## src/rtl/spt_pkg.sv

```systemverilog
// Types and constants shared by the sorted point table cells and top level.
package spt_pkg;

  localparam int unsigned NAME_W  = 8;
  localparam int unsigned COORD_W = 16;
  localparam int unsigned SQ_W    = 31;
  localparam int unsigned KEY_W   = 32;
  localparam int unsigned HITS_W  = 2;
  localparam logic [HITS_W-1:0] TRIPLE_HITS = 2'd3;

  localparam logic OP_INSERT = 1'b0;
  localparam logic OP_QUERY  = 1'b1;

  typedef struct packed {
    logic                      opcode;
    logic [NAME_W-1:0]         point_name;
    logic signed [COORD_W-1:0] coord_x;
    logic signed [COORD_W-1:0] coord_y;
    logic signed [COORD_W-1:0] coord_z;
  } in_t;

  typedef struct packed {
    logic [NAME_W-1:0]         out_name;
    logic signed [COORD_W-1:0] out_x;
    logic signed [COORD_W-1:0] out_y;
    logic signed [COORD_W-1:0] out_z;
    logic [KEY_W-1:0]          dist_squared;
    logic                      found_triple;
    logic                      table_full;
    logic                      last_of_run;
  } out_t;

  typedef struct packed {
    logic [NAME_W-1:0]         name;
    logic signed [COORD_W-1:0] x;
    logic signed [COORD_W-1:0] y;
    logic signed [COORD_W-1:0] z;
    logic [KEY_W-1:0]          key;
  } entry_t;

  typedef struct packed {
    entry_t            e;
    logic [HITS_W-1:0] hits;
  } cell_t;

  typedef enum logic [2:0] {
    CELL_HOLD   = 3'd0,
    CELL_INSERT = 3'd1,
    CELL_ROTATE = 3'd2,
    CELL_COUNT  = 3'd3,
    CELL_CLEAR  = 3'd4
  } cell_op_t;

  typedef struct packed {
    cell_op_t                  op;
    entry_t                    new_entry;
    logic signed [COORD_W-1:0] probe_z;
  } cell_ctrl_t;

endpackage

```

## src/rtl/spt_cell.sv

```systemverilog
// One table slot: holds an entry, takes part in parallel insert, rotation and z matching.
module spt_cell (
  input  logic               clk,
  input  spt_pkg::cell_ctrl_t ctrl_i,
  input  logic               occupied_i,
  input  logic               gt_left_i,
  input  spt_pkg::cell_t     left_i,
  input  spt_pkg::cell_t     rot_i,
  output logic               gt_o,
  output spt_pkg::cell_t     cell_o,
  output spt_pkg::cell_t     store_o
);
  import spt_pkg::*;

  cell_t cell_r;
  cell_t cell_nxt;
  logic  match;

  assign gt_o    = !occupied_i || (cell_r.e.key > ctrl_i.new_entry.key);
  assign match   = occupied_i && (cell_r.e.z == ctrl_i.probe_z) && (cell_r.hits != TRIPLE_HITS);
  assign store_o = cell_r;

  always_comb begin
    cell_o = cell_r;
    if (ctrl_i.op == CELL_COUNT && match) begin
      cell_o.hits = cell_r.hits + HITS_W'(1);
    end
  end

  always_comb begin
    cell_nxt = cell_r;
    case (ctrl_i.op)
      CELL_INSERT: begin
        if (gt_o) begin
          if (gt_left_i) begin
            cell_nxt = left_i;
          end else begin
            cell_nxt.e    = ctrl_i.new_entry;
            cell_nxt.hits = '0;
          end
        end
      end
      CELL_ROTATE, CELL_COUNT: begin
        cell_nxt = rot_i;
      end
      CELL_CLEAR: begin
        cell_nxt.hits = '0;
      end
      default: begin
        cell_nxt = cell_r;
      end
    endcase
  end

  always_ff @(posedge clk) begin
    cell_r <= cell_nxt;
  end

endmodule

```

## config.mk

```make
export PLATFORM = sky130hd
export DESIGN_NAME = spt_cell
export DESIGN_NICKNAME = d
export VERILOG_FILES = /design/src/rtl/spt_pkg.sv /design/src/rtl/spt_cell.sv
export SDC_FILE = /design/constraint.sdc
export NUM_CORES = 1
export LEC_CHECK = 0
export BUFFER_PORTS_ARGS = -buffer_cell sky130_fd_sc_hd__buf_2
export CAP_MARGIN = 20
export CORE_AREA = 2 2 184 186
export CTS_CLUSTER_SIZE = 12
export DETAILED_ROUTE_END_ITERATION = 10
export DIE_AREA = 0 0 186 188
export GPL_TIMING_DRIVEN = 0
export SYNTH_ARGS = -nofsm -noshare
export SYNTH_HDL_FRONTEND = slang
export SYNTH_SLANG_ARGS = --single-unit
```

## constraint.sdc

```tcl
create_clock -name clk -period 16.8 [get_ports clk]
set_input_delay 0 -clock clk [delete_from_list [all_inputs] [get_ports clk]]
set_output_delay 0 -clock clk [all_outputs]
set_load 0.01 [all_outputs]
```

==> impl_metrics.ini, run 1 <==
[run_status]
outcome = finished, final reports clean

[placement]
portBuffers = 469
place_congestion = 0.8890
place_inst = 1548
hpwl_mm = 21.47

[yosys]
post-synth-top-count-cell = nand2_1
syn_avg_cell_area_um2 = 10.02
synth_common_cells = nand2_1 (94), o21ai_0 (92), edfxtp_1 (90), buf_4 (89), mux2i_1 (88)
synth_top_cell_by_area = edfxtp_1
syn_area_um2 = 6291
synth-seq-cells = 90
ys_types = 37
synth_cells = 628
synth.net_count = 951
yosysWarnings = 0
seq_area_frac_synth_pct = 42.96
synth_top_area_share_pct = 42.96
synth_async_sr_flop_share_pct = 0
synthFlopType = edfxtp_1
synthTopCellsByArea = edfxtp_1 (43%), mux2i_1 (14%), buf_4 (11%)
synth_edf_count = 90

[power_and_ir_drop]
total_power_uw = 748.4
leakagePower_nw = 5.272
power_density_nw_per_um2 = 69.71
vdd_drop_max_uv = 42.11

[routing]
dr.pass1.iters = 4
ant_nets = 0
drt_iter0_markers = 330
routed_wl_mm = 26.92
via_count = 6748
wire_per_inst_um = 16.05
route.detailed.drc = 0
via_per_inst = 4.024

[setup_path]
cp-endpoint = cell_o[40]
crit_type = reg2reg
path_max_fanout = 30
cpPeakStageDelay_ns = 0.55
required_ns = 16.85
crit_slowest_cell = o21ai_4
startpoint_type = flip-flop
cp.arrival_ns = 3.46
reg2reg_from = cell_o[29]
end_kind = flip-flop
rrSetupSlack_ns = 13.38
r2r-end = cell_o[40]
crit_path_cell_trace = ha_1 -> nand4_1 -> nor4_1 -> and3_1 -> a32oi_1 -> o21ai_4 -> buf_16 -> buf_12
r2r_cells = 8
crit_start = cell_o[29]

[job]
maxCapViolCount = 0

[layout]
nFillCells = 3435
drive_above_1_share_pct = 48.25
fin_util_pct = 32.42
fin_cells = 1677
ff_latch_area_um2 = 2703
num_antenna_cells = 0
fin_nets = 1548
area_growth_pct = 70.66
multi_input_area_um2 = 2676

[sta]
rsz0062_at_grt = no
clock_skew_ns = 0.01013
maxSlewHeadroom_pct = 46.56
slew_viol_final = 0
post-route-min-period_ns = 3.419
finalCritPeriodShare_pct = 20.35
hold_violations = 0
finalSetupViolCount = 0
hold_slack_ns = 0.01903
fmax_mhz = 292.5
setup-tns-final_ns = 0
tightest_slew_ns = 0.8016

[clock_tree]
post_cts_buffers = 0
clock_latency_ns = 0.36
htree_levels = 3
cts.sinks = 90
clockRootBuffer = clkbuf_16
cts_tree = yes
cts_resized = 0
cts_buffers = 9
cts_buffer_depth = 2
clkTransAtPathRegs_ns = 0.07

[floorplan]
pin_count = 471
die-width_um = 186
die_area_um2 = 34970
core_um2 = 33110
die_y_um = 188
start_util_pct = 19.00
rows = 67

[grt]
grt_pass1_wl_mm = 37.41
overflow = 0
antenna_found_initial = 0
grt_max_degree = 31
track_usage_pct = 14.49
grt_pass1_vias = 6775

[worst_hold_path]
hold_path_class = in2reg
-- worst min path at each step --
stage               startpoint         end  cells after the start
finish              left_i[28]  cell_o[28]                      3
global route        ctrl_i[89]  cell_o[75]                      3
CTS                 ctrl_i[88]  cell_o[74]                      3
detailed placement    rot_i[9]   cell_o[9]                      3
global placement     rot_i[57]  cell_o[57]                      3
floorplan            rot_i[10]  cell_o[10]                      2
-- registers in the layout, summed over array words and instances, names as in the netlist --
name and cells:
store_o 2, cell_o 88
-- logic make-up after synthesis --
kind of cell	Yosys count	synth area share [%]
buffers and inverters	151	14.68
xor gates and xnor gates	17	2.367
muxes	89	14.18
adders and majority gates	33	6.563
AOI/OAI and AO/OA	119	10.06
and+or+nand+nor	129	9.189
DFF	90	42.96
-- power breakdown --
group | internal (mW) | switching, mW | total (mW)
Combinational | 0.123 | 0.106 | 0.229
Sequential | 0.275 | 0.0199 | 0.295
Clock | 0.130 | 0.0942 | 0.224
Total | 0.528 | 0.220 | 0.748
-- cells in the final DEF (no fill, tap or decap), drive strengths merged, types with 2 or more instances in the layout --
cell / n
buf: 575
dlygate4sd3: 114
nand2: 94
o21ai: 94
edfxtp: 90
mux2i: 88
inv: 33
ha: 33
clkbuf: 24
xor2: 13
a21oi: 11
nand4: 8
nor2: 5
nor4: 5
nand3: 5
xnor2: 4
a211oi: 4
nor2b: 3
nand2b: 3
a21o: 3
a31oi: 2
and3: 2
clkinv: 2
bufinv: 2
clkinvlp: 2
-- worst max-delay path: cells and delay by family (launching register included) --
family / cells / cell delay (ns)
compound gates: 2 / 0.81
buf+inv: 2 / 0.45
fa+ha+maj: 1 / 0.37
simple gates: 3 / 0.99
flops: 1 / 0.45
-- layer usage --
layer  routed length (um)  global-route usage [%]  share of wire [%]  vias to the layer above
li1                     -                       -                  -                     3319
met1                11340                   17.26                 42                     3104
met2                13380                   25.85                 50                      294
met3                 1645                   2.777                6.1                       31
met4                  557                   4.785                2.1                        0
met5                    0                       0                  0                        -
-- layout make-up --
cell class              count  area share, %
flip-flops and latches     90          25.17
multi-input cells         387          24.93
clock buffers               9          2.098
well taps                 448          5.221
repair buffers            586          33.12
plain buffers             118          7.447
clock inverters             6         0.8624
inverters                  33          1.154
-- per-stage QoR --
step           setup WS (ns)  instance area, um2
2_1_floorplan          10.78                6291
3_3_place_gp           8.171                9199
3_5_place_dp           13.41                9278
4_1_cts                13.36               10740
5_1_grt                13.22               10740
6_report               13.38               10740
-- what timing repair did --
item	in CTS	in global routing
hold buffers	114	0
endpoints found under the hold margin	88	0
endpoints found under the setup margin	0	0
Note: power is estimated with default switching activity, not from simulation.
==> run 2, diff against run 1 <==
--- a/config.mk
+++ b/config.mk
@@ -5,12 +5,13 @@
 export SDC_FILE = /design/constraint.sdc
 export NUM_CORES = 1
 export LEC_CHECK = 0
+export ABC_AREA = 1
 export BUFFER_PORTS_ARGS = -buffer_cell sky130_fd_sc_hd__buf_2
 export CAP_MARGIN = 20
-export CORE_AREA = 2 2 184 186
+export CORE_AREA = 2 2 185 187
 export CTS_CLUSTER_SIZE = 12
 export DETAILED_ROUTE_END_ITERATION = 10
-export DIE_AREA = 0 0 186 188
+export DIE_AREA = 0 0 187 189
 export GPL_TIMING_DRIVEN = 0
 export SYNTH_ARGS = -nofsm -noshare
 export SYNTH_HDL_FRONTEND = slang
==> constraint.sdc (replaced) <==
create_clock -name clk -period 2.7 [get_ports clk]
set_input_delay 0 -clock clk [delete_from_list [all_inputs] [get_ports clk]]
set_output_delay 0 -clock clk [all_outputs]
set_load 0.01 [all_outputs]
==> impl_metrics.ini, run 2 <==
[grt]
grt_pass1_vias = 7548
overflow = 0
grt_max_degree = 24
track_usage_pct = 16.19
grt_pass1_wl_mm = 43.00
antenna_found_initial = 2

[setup_path]
crit_type = reg2reg
rrSetupSlack_ns = 0.19
required_ns = 2.77
cp.arrival_ns = 2.58
path_max_fanout = 22
end_kind = flip-flop
startpoint_type = flip-flop

[yosys]
synth_top_area_share_pct = 42.71
synth_async_sr_flop_share_pct = 0
yosysWarnings = 0
synth_top_cell_by_area = edfxtp_1
synthFlopType = edfxtp_1
seq_area_frac_synth_pct = 42.71
syn_avg_cell_area_um2 = 7.939
synth-seq-cells = 90
synthTopCellsByArea = edfxtp_1 (43%), nand2_1 (14%), buf_4 (10%)
ys_types = 32
post-synth-top-count-cell = nand2_1
synth_cells = 797
synth.net_count = 1120
synth_edf_count = 90
syn_area_um2 = 6327
synth_common_cells = nand2_1 (242), nor2_1 (108), edfxtp_1 (90), a31oi_1 (88), buf_4 (88)

[power_and_ir_drop]
leakagePower_nw = 5.539
vdd_drop_max_uv = 333.1
power_density_nw_per_um2 = 418.5
total_power_mw = 4.647

[placement]
placed_area_um2 = 9270
place_ws_ns = -0.3683
hpwl_mm = 22.92
place_congestion = 0.9227
portBuffers = 469

[floorplan]
core_um2 = 33280
die-width_um = 187
die_y_um = 189
die_area_um2 = 35340
rows = 67
pin_count = 471
start_util_pct = 19.01

[job]
maxCapViolCount = 0

[routing]
via_count = 7848
dr_wl_met3_mm = 2.032
wire_per_inst_um = 15.95
via_per_inst = 4.179
wl_met2_mm = 14.87
routed_wl_mm = 29.95
dr.pass1.iters = 6
top_layer = met4
wl_met1_mm = 12.04
drt_iter0_markers = 329
ant_nets = 0
route.detailed.drc = 0

[clock_tree]
clockRootBuffer = clkbuf_16
cts_buffers = 9
clock_latency_ns = 0.37
cts_tree = yes
cts_buffer_depth = 2
clkTransAtPathRegs_ns = 0.07
cts.sinks = 90
htree_levels = 3

[layout]
fin_util_pct = 33.36
layout_common_cells = buf_2 (485), nand2_1 (238), dlygate4sd3_1 (138)
area_growth_pct = 75.46
largest_register_ffs = 88
final_cell_area_um2 = 11100
fin_nets = 1746
drive_above_1_share_pct = 42.72
layout_commonest_cell = buf_2

[sta]
finalSetupViolCount = 0
clock_skew_ns = 0.01177
slew_viol_final = 0
post-route-min-period_ns = 2.510
tightest_slew_ns = 0.6004
fmax_mhz = 398.4
maxSlewHeadroom_pct = 59.97
rsz0062_at_grt = no
finalCritPeriodShare_pct = 92.96
setup_ws_ns = 0.1901
hold_violations = 0

[run_status]
outcome = finished, final reports clean

[worst_hold_path]
hold_path_class = in2reg
run 2: what timing repair did:
item	4_1_cts	5_1_grt
resized for setup	4	4
hold buffers	138	0
endpoints found under the hold margin	75	0
buffers inserted	2	1
setup endpoints to repair	88	43
pin swaps	2	0
gates cloned	3	0
run 2: layout make-up:
cell class | count | area [um2]
Tap cell | 448 | 560.5
Clock inverter | 6 | 91.34
Fill cell | 3551 | 22180
Sequential cell | 90 | 2703
Inverter | 61 | 229.0
Timing Repair Buffer | 613 | 3826
Antenna cell | 2 | 5.005
Buffer | 126 | 823.3
Clock buffer | 10 | 229.0
Multi-Input combinational cell | 522 | 2635
run 2: kinds of logic after synthesis:
kind of cell               count (synthesis)  share of synthesized area, %
DFF                                       90                         42.71
and+or+nand+nor                          369                         22.66
buffers and inverters                    187                         16.63
AOI/OAI and AO/OA                        115                         11.05
adders and majority gates                 33                         6.526
xor gates and xnor gates                   3                        0.4153
run 2: per-layer routing:
layer	up-vias	track usage, %
met5	-	0
met4	0	8.028
met3	48	3.077
met2	381	28.20
met1	3598	19.10
li1	3821	-
run 2: path summary, 6_finish.rpt:
path	from	depth (start not counted)	endpoint
worst max-delay path	cell_o[33]	12	cell_o[79]
worst min-delay path	rot_i[18]	3	cell_o[18]
worst max register to register	cell_o[33]	12	cell_o[79]
worst min register to register	cell_o[25]	9	store_o[1]
run 2: power breakdown:
group | internal, mW | switching [mW] | total, mW
clock | 0.814 | 0.606 | 1.42
combinational | 0.757 | 0.684 | 1.44
sequential | 1.69 | 0.0995 | 1.79
run 2: per-stage QoR:
| step | TNS [ns] | std cells | hold WS (ns) |
|---|---|---|---|
| global route | 0 | 1878 | 0.01590 |
| floorplan | 0 | 797 | 0.08268 |
| detailed placement | -18.86 | 1715 | 0.3196 |
| finish | 0 | 1878 | 0.02211 |
| global placement | -44.11 | 1714 | 0.3208 |
| CTS | 0 | 1874 | 0.0006813 |
run 2: worst max-delay path, stage by stage (launching register included):
cell	delay, ns
edfxtp_1	0.43
ha_1	0.32
nand2_1	0.09
nor2_1	0.19
nand2_2	0.13
nor2_4	0.14
nand2_1	0.06
nand2_1	0.05
nand2_1	0.13
nand2_2	0.12
nand2_4	0.10
nand2_8	0.12
bufbuf_16	0.32
